$ cat config.mk
export PLATFORM = sky130hd
export DESIGN_NAME = tdc_divu
export DESIGN_NICKNAME = d
export VERILOG_FILES = /design/src/sv/tdc_pkg.sv /design/src/sv/tdc_divu.sv
export SDC_FILE = /design/constraint.sdc
export NUM_CORES = 1
export LEC_CHECK = 0
export ABC_AREA = 1
export BUFFER_PORTS_ARGS = -buffer_cell sky130_fd_sc_hd__buf_2
export CORE_MARGIN = 8
export CORE_UTILIZATION = 40
export DETAILED_ROUTE_END_ITERATION = 16
export HOLD_SLACK_MARGIN = 0.05
export PLACE_DENSITY_LB_ADDON = 0.15
export RECOVER_POWER = 25
export SKIP_LAST_GASP = 1
export SLEW_MARGIN = 25
export SYNTH_ARGS = -nofsm -noshare
export SYNTH_HDL_FRONTEND = slang
export SYNTH_SLANG_ARGS = --single-unit
$ cat constraint.sdc
create_clock -name clk -period 4.05 [get_ports clk]
set_input_delay 0.2025 -clock clk [delete_from_list [all_inputs] [get_ports clk]]
set_output_delay 0.2025 -clock clk [all_outputs]
set_load 0.005 [all_outputs]
$ cat src/sv/tdc_pkg.sv
`default_nettype none
package tdc_pkg;

  localparam int MaxCalSamples = 255;
  localparam int CntW = 8;

  typedef struct packed {
    logic signed [15:0] sample_x;
    logic signed [15:0] sample_y;
    logic signed [15:0] sample_z;
  } tdc_in_t;

  typedef struct packed {
    logic [2:0]         direction;
    logic signed [47:0] speed_sum;
    logic signed [15:0] corrected_x;
    logic signed [15:0] corrected_y;
    logic signed [15:0] corrected_z;
  } tdc_out_t;

  // Direction codes.
  localparam logic [2:0] DirStill = 3'd0;
  localparam logic [2:0] DirRight = 3'd1;
  localparam logic [2:0] DirLeft  = 3'd2;
  localparam logic [2:0] DirFwd   = 3'd3;
  localparam logic [2:0] DirBack  = 3'd4;

  // Register addresses (word index).
  localparam logic [1:0] RegCal    = 2'd0;
  localparam logic [1:0] RegGrav   = 2'd1;
  localparam logic [1:0] RegMargin = 2'd2;

  // What one axis lane reports to the merge stage.
  typedef struct packed {
    logic               pos;
    logic               neg;
    logic signed [47:0] acc;
  } tdc_lane_t;

endpackage
`default_nettype wire

$ cat src/sv/tdc_divu.sv
`default_nettype none
// Restoring unsigned divider, one quotient bit per cycle.
module tdc_divu
  import tdc_pkg::*;
(
  input  wire logic        clk,
  input  wire logic        rst,
  input  wire logic        start,
  input  wire logic [39:0] dividend,
  input  wire logic [7:0]  divisor,
  output logic             done,
  output logic [39:0]      quotient
);
  logic [5:0]  cnt;
  logic        busy;
  logic [39:0] q;
  logic [8:0]  rem;
  logic [8:0]  trial;

  assign trial = {rem[7:0], q[39]};
  assign quotient = q;

  always_ff @(posedge clk) begin
    if (rst) begin
      busy <= 1'b0;
      done <= 1'b0;
      cnt  <= '0;
    end else begin
      done <= 1'b0;
      if (start) begin
        busy <= 1'b1;
        cnt  <= 6'd40;
        q    <= dividend;
        rem  <= '0;
      end else if (busy) begin
        if (trial >= {1'b0, divisor}) begin
          rem <= trial - {1'b0, divisor};
          q   <= {q[38:0], 1'b1};
        end else begin
          rem <= trial;
          q   <= {q[38:0], 1'b0};
        end
        cnt <= cnt - 6'd1;
        if (cnt == 6'd1) begin
          busy <= 1'b0;
          done <= 1'b1;
        end
      end
    end
  end
endmodule
`default_nettype wire

==> metrics.md <==
| Metric | Value |
|---|---|
| Status | `complete, no violations` |
| Clk sink count | `56` |
| Synth cell count leaders | `nand2_1, edfxtp_1, inv_1` |
| Setup crit end kind | `flip-flop` |
| Gr usage total | `0.135` |
| # rows | `31` |
| Starting Density | `0.410` |
| Post-CTS setup buffer count | `0` |
| Synthesized instance count | `345` |
| H-tree levels | `2` |
| Root Buffer | `clkbuf_8` |
| FMAX | `between 500 and 600 MHz` |
| Hold path cells | `2` |
| Design Power | `about 1300 uW` |
| Startpoint Class | `flip-flop` |
| Area of the multi-input gates | `0.00118 mm^2` |
| Synth area leader | `edfxtp_1` |
| Worst-Margin Slew | `about 760 ps` |
| Post-Route Skew | `8.44 ps` |
| Reg2Reg Launch Point | `rem[3]` |
| Worst slew margin | `0.493` |
| RSZ-0062 raised after global routing | `no` |
| Detailed Routing Iterations Pass 1 | `4` |
| Ys Warns | `0` |
| Diode count | `0` |
| Critical Path RT | `around 4100 ps` |
| Maximum capacitance violations | `0` |
| Top-count cell post-synth | `nand2_1` |
| Register bit total from synthesis | `56` |
| Final Max Tran Viols | `0` |
| Setup slack, reg-to-reg | `2070 ps` |
| Number of fill cells in the layout | `roughly 740` |
| Ranking of synthesized cells by area | `edfxtp_1, nand2_1, dfxtp_1` |
| Final Hold Fails | `0` |
| # setup viols final | `0` |
| Initial DRC Count | `between 100 and 150` |
| Top_reg_cell synth | `edfxtp_1` |
| Crit Path Max Fanout | `16` |
| Worst vdd ir | `186 uV` |
| EDFF count, synth | `48` |
| Period Utilization, post-route | `0.489` |
| Layout cells sized above 1 | `0.211` |
| DP HPWL | `just under 5000 um` |
| Number of global-route vias before repair | `about 2400` |
| Cell area after synthesis | `roughly 0.0029 mm^2` |
| Fin Setup TNS | `0 ps` |
| Ports | `just over 90` |
| Largest net degree at the start of global routing | `51` |
| DIE WIDTH | `slightly above 100 um` |
| Layout Nets | `about 500` |
| Gp weighted congestion | `a little over 0.8` |
| DR WL/cell | `roughly 13 um` |
| Register area share after synthesis | `0.544` |
| Die Ht | `~100 um` |
| Count of cell types in the netlist | `32` |
| # port buffers | `just over 90` |
| Syn nets | `407` |
| Via count | `around 2400` |
| Initial antenna violation count | `0` |
| Crit Path Category | `reg2reg` |
| Post-cts hold buffer count | `0` |
| Worst hold path endpoint | `busy` |
| CTS clk-pin slew, worst paths | `around 100 ps` |
| Ys async rst share | `0` |
| CP Data Arrival Time | `a little over 2000 ps` |
| Seq. cell area | `between 0.0015 and 0.002 mm^2` |
| Worst Min Path Start | `rst` |
| Worst Setup SP | `rem[3]` |
| Antenna Violating Nets Remaining | `0` |
| Leakage Power | `0.00172 uW` |
| GRT overflow | `0` |
| # DRC | `0` |
| RR Endpoint | `rem[7]` |
| Die area | `~0.010 mm^2` |
| Synth top area share | `0.490` |
| Average size of a mapped cell | `roughly 8.5 um^2` |
| Worst hold path type | `in2reg` |
| Cell Pwr Density | `about 370 mW/mm^2` |
| Max Root-Sink Buffers | `2` |
| CTS resizes | `0` |
| Area growth syn-to-layout | `21.2%` |
| TritonCTS buffer count | `5` |
| Core ar. | `0.00718 mm^2` |
| Clk Latency, worst-skew pair | `around 310 ps` |
| Drt total wl | `6730 um` |
| CTS tree | `yes` |
| Vias per inst | `around 4.5` |
| Minimum clock period | `about 2000 ps` |
| First-pass GRT wire length | `11100 um` |
| Worst reg2reg path depth | `11` |
-- metrics by stage --
stage,hold slack (ps),area [um^2],cells,setup WS [ps],utilization
3_3_place_gp,467,3500,526,1780,0.487
6_report,147,3570,534,2070,0.497
5_1_grt,133,3570,534,1870,0.497
4_1_cts,135,3600,534,2060,0.502
2_1_floorplan,272,2940,345,406,-
3_5_place_dp,469,3500,526,1760,0.487
-- area by class of cell --
class	count	share of cell area
multi-input combinational	246	0.331
clock buffer	6	0.0203
inverter	32	0.0336
tap	99	0.0347
sequential	56	0.449
timing repair buffer	93	0.122
clock inverter	2	0.00981
-- worst max path at each step --
stage,slack [ps],cells after the start,to
2_1_floorplan,410,4,quotient[0]
3_3_place_gp,1780,4,quotient[23]
3_5_place_dp,1760,4,quotient[22]
4_1_cts,2060,11,rem[7]
5_1_grt,1870,11,rem[7]
6_report,2070,11,rem[7]
-- kinds of logic after synthesis --
family,Yosys count,share of synthesized area
AOI/OAI and AO/OA,13,0.0263
DFF,56,0.544
xor gates and xnor gates,4,0.0119
and+or+nand+nor,218,0.309
buffers and inverters,43,0.0591
adders and majority gates,11,0.0493
-- metal layers --
metal / routed length (um) / share of wire / global-route usage
met5: 0 / 0 / 0
met4: 85 / 0.013 / 0.0493
met3: 491 / 0.073 / 0.0495
met2: 3020 / 0.45 / 0.207
met1: 3130 / 0.46 / 0.168
-- flip-flops by register name (all words and copies together) (netlist names) --
| signal | count |
|---|---|
| rem | 8 |
| quotient | 40 |
| cnt | 6 |
| busy | 1 |
| done | 1 |
-- report_power, final --
group	switching [uW]	internal (uW)	leakage, uW	total (uW)
Combinational	154	101	0.00113	255
Clock	176	184	0.0000552	360
Sequential	23.8	680	0.000529	703
-- cells in the final DEF (no fill, tap or decap), drive strengths merged --
master and n:
a211oi 1, a21oi 6, a31oi 1, buf 67, bufinv 1, clkbuf 32, clkinv 2, dfxtp 8
edfxtp 48, fa 1, ha 10, inv 31, nand2 171, nand3 9, nand3b 1, nand4 3
nor2 29, nor3 2, nor4 1, o21ai 3, o21bai 2, or2 2, xnor2 1, xor2 3
-- critical path: stages (launching register included) --
cell	delay [ps]
edfxtp_1	420
ha_1	380
nand2_2	120
inv_1	40
nand2_1	50
nand2_1	60
nand2_1	90
nand4_4	250
nand2_1	180
nand2_1	60
nand2_1	60
inv_1	30
Note: power is estimated with default switching activity, not from simulation.
