`src/sv/tdc_pkg.sv`:
```
`default_nettype none
package tdc_pkg;

  localparam int MaxCalSamples = 255;
  localparam int CntW = 8;

  typedef struct packed {
    logic signed [15:0] sample_x;
    logic signed [15:0] sample_y;
    logic signed [15:0] sample_z;
  } tdc_in_t;

  typedef struct packed {
    logic [2:0]         direction;
    logic signed [47:0] speed_sum;
    logic signed [15:0] corrected_x;
    logic signed [15:0] corrected_y;
    logic signed [15:0] corrected_z;
  } tdc_out_t;

  // Direction codes.
  localparam logic [2:0] DirStill = 3'd0;
  localparam logic [2:0] DirRight = 3'd1;
  localparam logic [2:0] DirLeft  = 3'd2;
  localparam logic [2:0] DirFwd   = 3'd3;
  localparam logic [2:0] DirBack  = 3'd4;

  // Register addresses (word index).
  localparam logic [1:0] RegCal    = 2'd0;
  localparam logic [1:0] RegGrav   = 2'd1;
  localparam logic [1:0] RegMargin = 2'd2;

  // What one axis lane reports to the merge stage.
  typedef struct packed {
    logic               pos;
    logic               neg;
    logic signed [47:0] acc;
  } tdc_lane_t;

endpackage
`default_nettype wire

```
`src/sv/tdc_lane.sv`:
```
`default_nettype none
// One horizontal axis: offset correction, trapezoid speed and threshold test.
module tdc_lane
  import tdc_pkg::*;
(
  input  wire logic               clk,
  input  wire logic               rst,
  input  wire logic               step,
  input  wire logic signed [15:0] sample,
  input  wire logic signed [15:0] offset,
  input  wire logic [19:0]        thr,
  output logic signed [15:0]      corr,
  output tdc_lane_t               info
);
  logic signed [15:0] prev;
  logic signed [47:0] acc;
  logic signed [48:0] sum;
  logic signed [47:0] acc_next;
  localparam logic signed [48:0] AccMax = 49'sh0_7FFF_FFFF_FFFF;
  localparam logic signed [48:0] AccMin = -49'sh0_8000_0000_0000;

  assign corr = sample - offset;
  assign sum  = 49'(acc) + 49'(prev) + 49'(corr);

  always_comb begin
    if (sum > AccMax) acc_next = AccMax[47:0];
    else if (sum < AccMin) acc_next = AccMin[47:0];
    else acc_next = sum[47:0];
  end

  assign info.acc = acc_next;
  assign info.pos = 21'(corr) > $signed({1'b0, thr});
  assign info.neg = 21'(corr) < -$signed({1'b0, thr});

  always_ff @(posedge clk) begin
    if (rst) begin
      prev <= '0;
      acc  <= '0;
    end else if (step) begin
      prev <= corr;
      acc  <= acc_next;
    end
  end
endmodule
`default_nettype wire

```
`config.mk`:
```
export PLATFORM = sky130hd
export DESIGN_NAME = tdc_lane
export DESIGN_NICKNAME = d
export VERILOG_FILES = /design/src/sv/tdc_pkg.sv /design/src/sv/tdc_lane.sv
export SDC_FILE = /design/constraint.sdc
export NUM_CORES = 1
export LEC_CHECK = 0
export BUFFER_PORTS_ARGS = -buffer_cell sky130_fd_sc_hd__buf_2
export CAP_MARGIN = 20
export CORE_UTILIZATION = 40
export CTS_CLUSTER_DIAMETER = 30
export DETAILED_ROUTE_END_ITERATION = 8
export PLACE_DENSITY = 0.66
export SKIP_CTS_REPAIR_TIMING = 1
export SLEW_MARGIN = 10
export SYNTH_ARGS = -nofsm -noshare
export SYNTH_HDL_FRONTEND = slang
export SYNTH_SLANG_ARGS = --single-unit
```
`constraint.sdc`:
```
create_clock -name clk -period 12.3 [get_ports clk]
set_input_delay 2.46 -clock clk [delete_from_list [all_inputs] [get_ports clk]]
set_output_delay 2.46 -clock clk [all_outputs]
set_load 0.005 [all_outputs]
```
==> impl_metrics.csv <==
group,metric,value,unit
setup_path,crit_fanout,33,
floorplan,die-area,23700,um^2
hold_path,hold_depth,2,
setup_path,critPathTopFamily,"compound AO/OA/AOI/OAI gates",
setup_path,worstPathArrival,9.06,ns
outcome,run_status,"completed",
timing,worst_pin_slew,0.867,ns
route,drt_first_iter_violations,342,
synth,yosysMostFrequentCell,"sky130_fd_sc_hd__inv_1",
floorplan,num_io_pins,121,
floorplan,fp.coreArea,22600,um^2
synth,yosys.area.top_type_share,14.2,%
setup_path,r2r.worst_path.cells,15,
synth,yosys.area.top_type,"sky130_fd_sc_hd__ha_1",
grt,number_of_antenna_violations_at_the_first_check_in_global_routing,1,
cts,clock_sink_count,64,
grt,grt_max_degree,69,
timing,report.final.setup_viol,0,
synth,syn_inst,1190,
timing,min_period_over_period,93.6,%
route,dr_total_vias,8249,
synth,post_synth_main_area_contributors,"sky130_fd_sc_hd__ha_1 14%, sky130_fd_sc_hd__dfxtp_1 14%, sky130_fd_sc_hd__fa_1 11%",
route,first_pass_iters,5,
synth,async_reset_ff_share,0,%
synth,yosys-top-cells-count,"222 x sky130_fd_sc_hd__inv_1, 127 x sky130_fd_sc_hd__a21oi_1, 105 x sky130_fd_sc_hd__ha_1, 64 x sky130_fd_sc_hd__dfxtp_1",
floorplan,die_h,154,um
setup_path,timing_worst_setup_path_type,"in2out",
setup_path,end_kind,"primary output",
setup_path,timing.rr.start,"prev[15]",
placed_design,io_buffers,120,
grt,vias_in_the_first_global_route,7741,
cts,ctsLongestPathBuffers,2,
final_layout,final_net_count,1493,
timing,fmax,0.0868,GHz
setup_path,worstReg2RegEnd,"acc[13]",
cts,cts_htree_levels,3,
floorplan,initial_utilization,40.9,%
hold_path,hold_path_class,"reg2reg",
final_layout,multiInputGateArea,6860,um^2
synth,synthesis.area,9250,um^2
hold_path,min-delay-start,"prev[13]",
grt,globalRouteOverflowTotal,0,
route,detail_route.wl_per_cell,14.3,um
cts,clock_tree_from_tritoncts,"done",
final_layout,layout-area-overhead-vs-synth,12.5,%
synth,ys_ff_latch,64,
placed_design,post-dp-hpwl,18000,um
final_layout,drive_gt1_share,15.5,%
final_layout,fill_cells,2244,
cts,clk_transition_reported_paths,0.06,ns
synth,syn-num-nets,1400,
run,cap_violations,0,
floorplan,fp-row-count,55,
timing,timing.setup.tns,0,ns
final_layout,register_area,1280,um^2
synth,synth_area_per_cell,7.77,um^2
timing,final_period_minus_worst_setup_slack,11.52,ns
grt,grt_first_pass_wirelength,37600,um
synth,number_of_distinct_library_cells_after_synthesis,66,
setup_path,r2r_slack,7.51,ns
grt,grt_total_usage,19.6,%
setup_path,timing.critical_path.slowest_stage_cell,"sky130_fd_sc_hd__fa_1",
setup_path,path_buf_inv,7,
timing,rsz0062_at_grt,"no",
timing,slew-limit-headroom,42.2,%
cts,numCtsBuffers,9,
cts,root_buffer,"sky130_fd_sc_hd__clkbuf_16",
hold_path,min_to,"prev[13]",
synth,edff_count_synth,0,
setup_path,required,9.84,ns
timing,finalHoldViolCount,0,
setup_path,timing.critical_path.from_type,"input port",
setup_path,critPathMaxStageDelay,0.51,ns
synth,ys.flop_type,"sky130_fd_sc_hd__dfxtp_1",
timing,skew,0.00822,ns
route,via_per_inst,5.24,
synth,sequential_share_of_the_synthesized_area,13.9,%
cts,worst_skew_pair.late_latency,0.34,ns
route,routed_wirelength,22500,um
route,antenna_left,0,
route,remaining_drc_errors,0,
floorplan,die-width,154,um
timing,drv_slew,0,
synth,yosysWarnings,0,
placed_design,place_congestion,0.897,
[worst reg2reg max path, cell delays in order (launching register included)]
cell and delay (ns):
sky130_fd_sc_hd__dfxtp_1 0.34, sky130_fd_sc_hd__inv_2 0.25, sky130_fd_sc_hd__buf_4 0.54, sky130_fd_sc_hd__fa_1 0.51, sky130_fd_sc_hd__inv_1 0.07, sky130_fd_sc_hd__ha_1 0.29, sky130_fd_sc_hd__a21oi_1 0.18, sky130_fd_sc_hd__o21ai_1 0.11
sky130_fd_sc_hd__a21oi_1 0.14, sky130_fd_sc_hd__o221ai_1 0.21, sky130_fd_sc_hd__o311a_1 0.43, sky130_fd_sc_hd__o21a_1 0.20, sky130_fd_sc_hd__a311o_2 0.52, sky130_fd_sc_hd__buf_4 0.31, sky130_fd_sc_hd__maj3_2 0.41, sky130_fd_sc_hd__o21a_1 0.18
[worst max path at each step]
stage               startpoint       end  depth (start not counted)
floorplan            offset[1]  info[43]                         28
global placement     offset[1]  info[45]                         28
detailed placement   offset[1]  info[45]                         28
CTS                  offset[1]  info[45]                         28
global route         offset[1]  info[13]                         28
finish               offset[1]  info[13]                         28
[layout make-up]
type	instances	area share (%)
Clock buffer	9	2.17
Sequential cell	64	12.3
Inverter	224	8.11
Antenna cell	1	0.0241
Multi-Input combinational cell	852	65.9
Timing Repair Buffer	132	6.76
Tap cell	285	3.43
Clock inverter	6	1.27
[cell families after synthesis]
family                   share of synthesized area, %
adder cells (fa/ha/maj)                          29.0
multiplexers                                     1.19
flip-flops                                       13.9
AO/OA/AOI/OAI                                    25.4
AND/OR/NAND/NOR                                  11.3
buffers and inverters                            12.0
XOR/XNOR                                         7.21
[sequential cells by signal, summed over array words and instances, names as in the netlist]
signal	flops
acc	48
prev	16
[through the flow]
| step | utilization [%] | worst slack (ns) | area, um^2 | hold WS, ns | instances |
|---|---|---|---|---|---|
| finish | 45.9 | 0.783 | 10400 | 0.477 | 1573 |
| CTS | 45.9 | 0.728 | 10400 | 0.476 | 1572 |
| global placement | 44.3 | 0.933 | 10000 | 0.466 | 1557 |
| floorplan | - | 0.823 | 9250 | 0.455 | 1190 |
| global route | 45.9 | 0.153 | 10400 | 0.494 | 1573 |
| detailed placement | 44.3 | 0.744 | 10000 | 0.467 | 1557 |
[routing by layer]
metal / GRT usage, % / up-vias / part of all wire, %
met4: 4.90 / 0 / 1.5
met2: 33.4 / 171 / 46
met1: 25.2 / 3819 / 47
li1: - / 4236 / -
met3: 3.95 / 23 / 5.1
met5: 0 / - / 0
[cell usage in the layout, fill, tap and decap left out, types with 5 or more instances in the layout]
master | netlist | final
sky130_fd_sc_hd__maj3_2 | 33 | 33
sky130_fd_sc_hd__fa_1 | 50 | 50
sky130_fd_sc_hd__nor2b_1 | 5 | 5
sky130_fd_sc_hd__mux2i_1 | 11 | 11
sky130_fd_sc_hd__nand2_1 | 49 | 49
sky130_fd_sc_hd__o31ai_1 | 5 | 5
sky130_fd_sc_hd__a211oi_1 | 10 | 10
sky130_fd_sc_hd__and3_1 | 9 | 9
sky130_fd_sc_hd__a21o_1 | 37 | 37
sky130_fd_sc_hd__nor4_1 | 5 | 5
sky130_fd_sc_hd__nand2b_1 | 6 | 6
sky130_fd_sc_hd__xor2_1 | 26 | 26
sky130_fd_sc_hd__o21bai_1 | 22 | 22
sky130_fd_sc_hd__xnor2_1 | 47 | 47
sky130_fd_sc_hd__ha_1 | 105 | 105
sky130_fd_sc_hd__nor2_1 | 62 | 62
sky130_fd_sc_hd__inv_1 | 222 | 221
sky130_fd_sc_hd__dfxtp_1 | 64 | 64
sky130_fd_sc_hd__o21ai_0 | 50 | 50
sky130_fd_sc_hd__a21oi_1 | 127 | 127
sky130_fd_sc_hd__buf_2 | 8 | 120
sky130_fd_sc_hd__clkbuf_16 | 0 | 9
sky130_fd_sc_hd__a31oi_1 | 6 | 6
sky130_fd_sc_hd__buf_4 | 1 | 11
sky130_fd_sc_hd__nand4_1 | 19 | 19
sky130_fd_sc_hd__nand3_1 | 20 | 20
sky130_fd_sc_hd__nor3_1 | 20 | 20
sky130_fd_sc_hd__o21a_1 | 62 | 62
Power is left out: the tool's default activity adds up to more than one toggle a clock period on the data nets, which glitch-free logic cannot reach.
