--- config.mk ---
export PLATFORM = sky130hd
export DESIGN_NAME = tdc_isqrt
export DESIGN_NICKNAME = d
export VERILOG_FILES = /design/src/sv/tdc_pkg.sv /design/src/sv/tdc_isqrt.sv
export SDC_FILE = /design/constraint.sdc
export NUM_CORES = 1
export LEC_CHECK = 0
export ABC_AREA = 1
export BUFFER_PORTS_ARGS = -buffer_cell sky130_fd_sc_hd__buf_2
export CORE_UTILIZATION = 44
export CTS_CLUSTER_SIZE = 16
export DETAILED_ROUTE_END_ITERATION = 8
export PLACE_DENSITY = 0.59
export SETUP_SLACK_MARGIN = 0.1
export SLEW_MARGIN = 30
export SYNTH_ARGS = -nofsm -noshare
export SYNTH_HDL_FRONTEND = slang
export SYNTH_SLANG_ARGS = --single-unit
--- constraint.sdc ---
create_clock -name clk -period 11.63 [get_ports clk]
set_input_delay 2.326 -clock clk [delete_from_list [all_inputs] [get_ports clk]]
set_output_delay 2.326 -clock clk [all_outputs]
set_load 0.005 [all_outputs]
--- src/sv/tdc_pkg.sv ---
`default_nettype none
package tdc_pkg;

  localparam int MaxCalSamples = 255;
  localparam int CntW = 8;

  typedef struct packed {
    logic signed [15:0] sample_x;
    logic signed [15:0] sample_y;
    logic signed [15:0] sample_z;
  } tdc_in_t;

  typedef struct packed {
    logic [2:0]         direction;
    logic signed [47:0] speed_sum;
    logic signed [15:0] corrected_x;
    logic signed [15:0] corrected_y;
    logic signed [15:0] corrected_z;
  } tdc_out_t;

  // Direction codes.
  localparam logic [2:0] DirStill = 3'd0;
  localparam logic [2:0] DirRight = 3'd1;
  localparam logic [2:0] DirLeft  = 3'd2;
  localparam logic [2:0] DirFwd   = 3'd3;
  localparam logic [2:0] DirBack  = 3'd4;

  // Register addresses (word index).
  localparam logic [1:0] RegCal    = 2'd0;
  localparam logic [1:0] RegGrav   = 2'd1;
  localparam logic [1:0] RegMargin = 2'd2;

  // What one axis lane reports to the merge stage.
  typedef struct packed {
    logic               pos;
    logic               neg;
    logic signed [47:0] acc;
  } tdc_lane_t;

endpackage
`default_nettype wire

--- src/sv/tdc_isqrt.sv ---
`default_nettype none
// Bit-pair integer square root, one result bit per cycle.
module tdc_isqrt
  import tdc_pkg::*;
(
  input  wire logic        clk,
  input  wire logic        rst,
  input  wire logic        start,
  input  wire logic [40:0] radicand,
  output logic             done,
  output logic [20:0]      root
);
  logic        busy;
  logic [4:0]  cnt;
  logic [41:0] x;
  logic [22:0] rem;
  logic [20:0] r;
  logic [22:0] trial;
  logic [22:0] sub;

  assign trial = {rem[20:0], x[41:40]};
  assign sub   = {r, 2'b01};
  assign root  = r;

  always_ff @(posedge clk) begin
    if (rst) begin
      busy <= 1'b0;
      done <= 1'b0;
      cnt  <= '0;
    end else begin
      done <= 1'b0;
      if (start) begin
        busy <= 1'b1;
        cnt  <= 5'd21;
        x    <= {1'b0, radicand};
        rem  <= '0;
        r    <= '0;
      end else if (busy) begin
        x <= {x[39:0], 2'b00};
        if (trial >= sub) begin
          rem <= trial - sub;
          r   <= {r[19:0], 1'b1};
        end else begin
          rem <= trial;
          r   <= {r[19:0], 1'b0};
        end
        cnt <= cnt - 5'd1;
        if (cnt == 5'd1) begin
          busy <= 1'b0;
          done <= 1'b1;
        end
      end
    end
  end
endmodule
`default_nettype wire

==> results of run 1 <==
[how the worst min path moves through the flow]
stage	start	to	slack, ns	cells past startpoint
CTS	cnt[4]	cnt[4]	0.48	2
detailed placement	cnt[4]	cnt[4]	0.47	2
finish	cnt[4]	cnt[4]	0.47	2
floorplan	cnt[4]	cnt[4]	0.44	2
global placement	cnt[4]	cnt[4]	0.46	2
global route	cnt[4]	cnt[4]	0.50	2
[flip-flops by register name, summed over array words and instances, names as in the netlist]
signal	cells
done	1
root	21
busy	1
rem	21
x	42
cnt	5
[metal layers]
layer	up-vias	GRT usage (%)	wire length, um
met4	0	10.1	289
met5	-	0	0
met1	1931	25.5	5480
li1	2326	-	-
met2	86	29.2	4890
met3	19	3.76	521
[critical path, stage by stage]
cell      delay (ns)
buf_2           0.48
clkinv_1        0.13
buf_4           0.32
a21oi_4         0.65
buf_4           0.76
[cells by family (layout without fill, tap and decap cells)]
| logic type | Yosys count | in the layout | share of synthesized area [%] |
|---|---|---|---|
| compound gates | 41 | 41 | 4.82 |
| xor+xnor | 8 | 8 | 1.27 |
| fa+ha+maj | 25 | 25 | 5.65 |
| buf+inv | 127 | 194 | 9.22 |
| flops | 91 | 91 | 48.1 |
| simple gates | 413 | 413 | 30.9 |
[layout make-up]
class	count	area, sq um
fillers	1189	5830
well taps	168	210
clock inverters	5	86.3
clock buffers	11	233
multi-input cells	487	2370
repair buffers	68	348
inverters	110	415
flip-flops and latches	91	2660
[stage by stage]
stage	power, W	std cells	setup slack, ns	utilization, %	hold WS [ns]
2_1_floorplan	0.000568	705	4.16	-	0.442
3_3_place_gp	0.000612	924	6.46	49.4	0.460
3_5_place_dp	0.000614	924	6.39	49.4	0.468
4_1_cts	0.000931	940	6.79	52.0	0.479
5_1_grt	0.000978	940	6.57	52.0	0.500
6_report	0.000921	940	6.86	52.0	0.472
[layout by cell type (no fill, tap or decap), drive strengths merged]
cell type  count
nor3           4
a31oi          1
inv          110
nand3b         6
a211oi         1
clkbuf        11
buf           68
nand3         22
nor2          87
o21ai          4
a21oi         18
xor2           6
nand2        287
bufinv         2
dfxtp          7
o21bai        15
clkinv         3
nor4           1
ha            25
o31ai          1
xnor2          2
edfxtp        84
a21boi         1
nand4          6
[report_power, final]
part	internal, W	switching, W	leakage, nW	total [W]
Clock	0.000190	0.000125	0.154	0.000315
Combinational	0.0000709	0.000136	2.16	0.000206
Sequential	0.000390	0.00000994	0.873	0.000400
==> reports/metrics.cfg, run 1 <==
[outcome]
outcome = complete, no violations

[critical_path]
critPathCaptureType = flip-flop
critPathKind = primary input to flip-flop
r2r_cells = 13
worstSetupEndpoint = rem[5]
reg2reg_slack_ns = 9.03
crit_arrival_ns = 4.75
required_ns = 11.61
cp-start-kind = primary input
r2r-end = rem[7]
crit_path_start = start
r2r-start = root[7]
cp_max_fo = 62

[synth]
synth_top_area_share_pct = 45.6
synth_seq_area_share_pct = 48.1
syn-cell-area_sq_mm = 0.00554
synth_edf_count = 84
synth_cell_types = 33
ys_ff_latch = 91
synthFlopType = edfxtp_1
synthTopCellsByCount = nand2_1 (280), inv_1 (107), edfxtp_1 (84), nor2_1 (70), ha_1 (25)
syn_avg_cell_area_sq_um = 7.85
yosysTopAreaCell = edfxtp_1
async_flop_share_pct = 0
synth_area_leaders = edfxtp_1 (46%), nand2_1 (19%), inv_1 (7.3%)
ys_warn_count = 0
synth_cells = 705
post-synth-top-count-cell = nand2_1
syn-num-nets = 774

[timing]
relSlewSlack_pct = 46.3
period_share_pct = 41.0
rsz0062_at_grt = false
drv_slew = 0
fin_tns_setup_ns = 0
finClkSkew_ns = 0.0127
tightest_slew_ns = 0.805
timing.final.hold_violations = 0
finalSetupViolations = 0
fmax_mhz = 210
period_needed_ns = 4.77

[clocking]
clock_latency_ns = 0.35
cts_buffers = 9
post-cts-setup-buffers = 0
clk_pin_slew_ns = 0.06
max-clock-path-buffers = 2
clockRootBuffer = clkbuf_16
clock-sinks = 91
cts-hold-fix-buffers = 0
cts_resized = 0
cts_tree = done
htree_levels = 3

[routing]
vias = 4362
routedWlPerCell_um = 11.9
drtIter0Drc = 224
drc_errors = 0
drtAntennaViolNets = 0
drt-vias-per-instance = 4.64
wl_um = 11200
firstDrtPassIters = 4

[cells_and_area]
syn2layout_area_growth_pct = 14.3
stdcell_area_sq_mm = 0.00633
final_nets = 836
drive_gt1_share_pct = 14.6
insertedDiodeCount = 0

[die]
start_util_pct = 45.5
core_area_sq_mm = 0.0122
die_area_sq_mm = 0.0130
io-pin-count = 66
die_y_um = 114
rows = 40
die_x_um = 114

[global_routing]
grt_pass1_vias = 4109
grtUsageTotal_pct = 19.0
gr-total-overflow = 0
grt_max_degree = 63
antenna_found_initial = 0
grt_pass1_wl_um = 19200

[run]
drv_cap = 0

[placed_design]
dpl-instance-area_sq_mm = 0.00601
detailedPlacementHpwl_um = 8120
gp_congestion = 0.888
port-buffer-count = 65

[power]
static-leakage-power_nw = 3.18
power.density_mw_per_mm2 = 145
ir_drop_uv = 115

[worst_hold_path]
min_path_type = flip-flop to flip-flop

(Power assumes the default switching activity.)
==> run 2, diff against run 1 <==
--- a/config.mk
+++ b/config.mk
@@ -5,12 +5,12 @@
 export SDC_FILE = /design/constraint.sdc
 export NUM_CORES = 1
 export LEC_CHECK = 0
-export ABC_AREA = 1
+export ABC_AREA = 0
 export BUFFER_PORTS_ARGS = -buffer_cell sky130_fd_sc_hd__buf_2
 export CORE_UTILIZATION = 44
 export CTS_CLUSTER_SIZE = 16
 export DETAILED_ROUTE_END_ITERATION = 8
-export PLACE_DENSITY = 0.59
+export PLACE_DENSITY = 0.6
 export SETUP_SLACK_MARGIN = 0.1
 export SLEW_MARGIN = 30
 export SYNTH_ARGS = -nofsm -noshare
==> constraint.sdc (replaced) <==
create_clock -name clk -period 4.6 [get_ports clk]
set_input_delay 0.92 -clock clk [delete_from_list [all_inputs] [get_ports clk]]
set_output_delay 0.92 -clock clk [all_outputs]
set_load 0.005 [all_outputs]
==> reports/metrics.cfg, run 2 <==
[synth]
ys_ff_latch = 91
syn-num-nets = 475
syn_avg_cell_area_sq_um = 12.1
post-synth-top-count-cell = edfxtp_1
synthFlopType = edfxtp_1
synth_area_leaders = edfxtp_1 (52%), mux2_2 (9.0%), ha_1 (6.4%)
ys_warn_count = 0
syn-cell-area_sq_mm = 0.00489
yosysTopAreaCell = edfxtp_1
synth_seq_area_share_pct = 54.4
synth_edf_count = 84
async_flop_share_pct = 0
synth_cells = 406
synth_top_area_share_pct = 51.5
synthTopCellsByCount = edfxtp_1 (84), nor2_1 (46), mux2_2 (39), inv_1 (30), a21oi_1 (26)
synth_cell_types = 52

[clocking]
cts_resized = 0
clock-sinks = 91
clock_latency_ns = 0.36
cts-hold-fix-buffers = 0
max-clock-path-buffers = 2
clockRootBuffer = clkbuf_8
cts_tree = done
cts_buffers = 9
htree_levels = 3
post-cts-setup-buffers = 0
clk_pin_slew_ns = 0.08

[outcome]
outcome = complete, no violations

[routing]
routedWlPerCell_um = 15.4
vias = 3284
drtAntennaViolNets = 0
drc_errors = 0
wl_um = 9500
firstDrtPassIters = 4
drtIter0Drc = 164
drt-vias-per-instance = 5.34

[worst_hold_path]
min_path_type = flip-flop to flip-flop

[cells_and_area]
regMostFlops = x
final_cell_mix = edfxtp_1 (84), buf_2 (65), nor2_1 (45)
largest_reg_flops = 42
multi_input_area_sq_mm = 0.00204
regArea_sq_mm = 0.00266
layout.cells.most_common = edfxtp_1
final_nets = 539
fillerInstances = 988
insertedDiodeCount = 0
drive_gt1_share_pct = 27.4
syn2layout_area_growth_pct = 12.5

[global_routing]
grtUsageTotal_pct = 17.9
grt_pass1_vias = 3272
grt_max_degree = 63
grt_pass1_wl_um = 15900
antenna_found_initial = 0
gr-total-overflow = 0

[placed_design]
port-buffer-count = 65
dpl_worst_slack_ns = 1.66
gp_congestion = 0.789
detailedPlacementHpwl_um = 6540

[power]
ir_drop_uv = 175
power.density_mw_per_mm2 = 346
power_w = 0.00191
static-leakage-power_nw = 2.18

[critical_path]
critPathKind = flip-flop to flip-flop
critPathCaptureType = flip-flop
cp_slowest_cell = ha_1
cp_max_fo = 27
cpPeakStageDelay_ns = 0.39
r2r-end = rem[4]
cp-start-kind = flip-flop
worstSetupEndpoint = rem[4]
crit_chain = inv_1 -> ha_1 -> a21oi_1 -> o21ai_0 -> a31o_2 -> o21ai_2 -> nand3_4 -> mux2i_1 -> nor2_1
r2r-start = root[6]
crit_arrival_ns = 2.83
r2r_cells = 9
reg2reg_slack_ns = 1.86
crit_path_start = root[6]
required_ns = 4.69

[timing]
relSlewSlack_pct = 51.1
period_share_pct = 59.5
tightest_slew_ns = 0.731
holdWs_ns = 0.542
drv_slew = 0
timing.final.hold_violations = 0
period_needed_ns = 2.74
finalSetupViolations = 0
finClkSkew_ns = 0.00698
fin_tns_setup_ns = 0
fmax_mhz = 365
rsz0062_at_grt = false
fin_ws_ns = 1.86

[die]
die_y_um = 107
start_util_pct = 45.1
io-pin-count = 66
die_x_um = 107
rows = 38
die_area_sq_mm = 0.0115
core_area_sq_mm = 0.0108

[run]
drv_cap = 0

## run 2: cell count changes in the layout (fill, tap and decap cells not counted), moves of 11 or more
cell and change:
o21bai_1 -12, nor2_1 -25, mux2_2 +39, a21oi_1 +11, nor2_2 -15, nand2_1 -267, nand3_1 -17, inv_1 -77
## run 2: worst min-delay path by stage
stage                     slack [ns]  cells past startpoint  endpoint    from
after global routing            0.57                      1     x[21]   x[19]
after detailed placement        0.53                      1     x[41]   x[39]
final                           0.54                      1     x[41]   x[39]
after floorplan                 0.47                      2    cnt[1]  cnt[1]
after CTS                       0.55                      1     x[41]   x[39]
after global placement          0.49                      2    cnt[1]  cnt[1]
## run 2: worst max-delay path, delay by kind of cell (launching register included)
kind	cells	cell delay, ns
multiplexers	1	0.32
buffers and inverters	1	0.06
AND/OR/NAND/NOR	2	0.44
adder cells (fa/ha/maj)	1	0.39
AO/OA/AOI/OAI	4	0.90
flip-flops	1	0.35
## run 2: cell type report
cell class	instances	area share [%]
clock inverter	7	0.636
sequential	91	48.4
tap	140	3.18
clock buffer	9	2.25
inverter	31	2.11
timing repair buffer	67	6.41
multi-input combinational	270	37.0
## run 2: where the power goes
part	leakage [nW]	total [W]	switching [W]	internal (W)
sequential	0.870	0.00101	0.0000287	0.000983
clock	0.0853	0.000469	0.000280	0.000189
combinational	1.23	0.000427	0.000239	0.000187
total	2.18	0.00191	0.000547	0.00136
## run 2: routing by layer
layer  part of all wire, %  up-vias  global-route usage [%]
met4                   1.5        0                    6.85
li1                      -     1634                       -
met3                   3.8       12                    3.57
met2                    49       79                    30.0
met1                    46     1559                    22.9
met5                     0        -                       0
## run 2: logic make-up (layout without fill, tap and decap cells)
logic type	Yosys count	in the layout	share of synthesized area [%]
flip-flops	91	91	54.4
adder cells (fa/ha/maj)	25	25	6.39
AO/OA/AOI/OAI	79	79	10.8
XOR/XNOR	18	18	3.22
buffers and inverters	45	114	4.07
multiplexers	49	49	11.0
AND/OR/NAND/NOR	99	99	10.1
## run 2: through the flow
step,instance area [sq um],instances,utilization [%]
5_1_grt,5510,615,50.8
6_report,5510,615,50.8
4_1_cts,5510,615,50.8
2_1_floorplan,4900,406,-
3_5_place_dp,5350,599,49.3
3_3_place_gp,5350,599,49.3
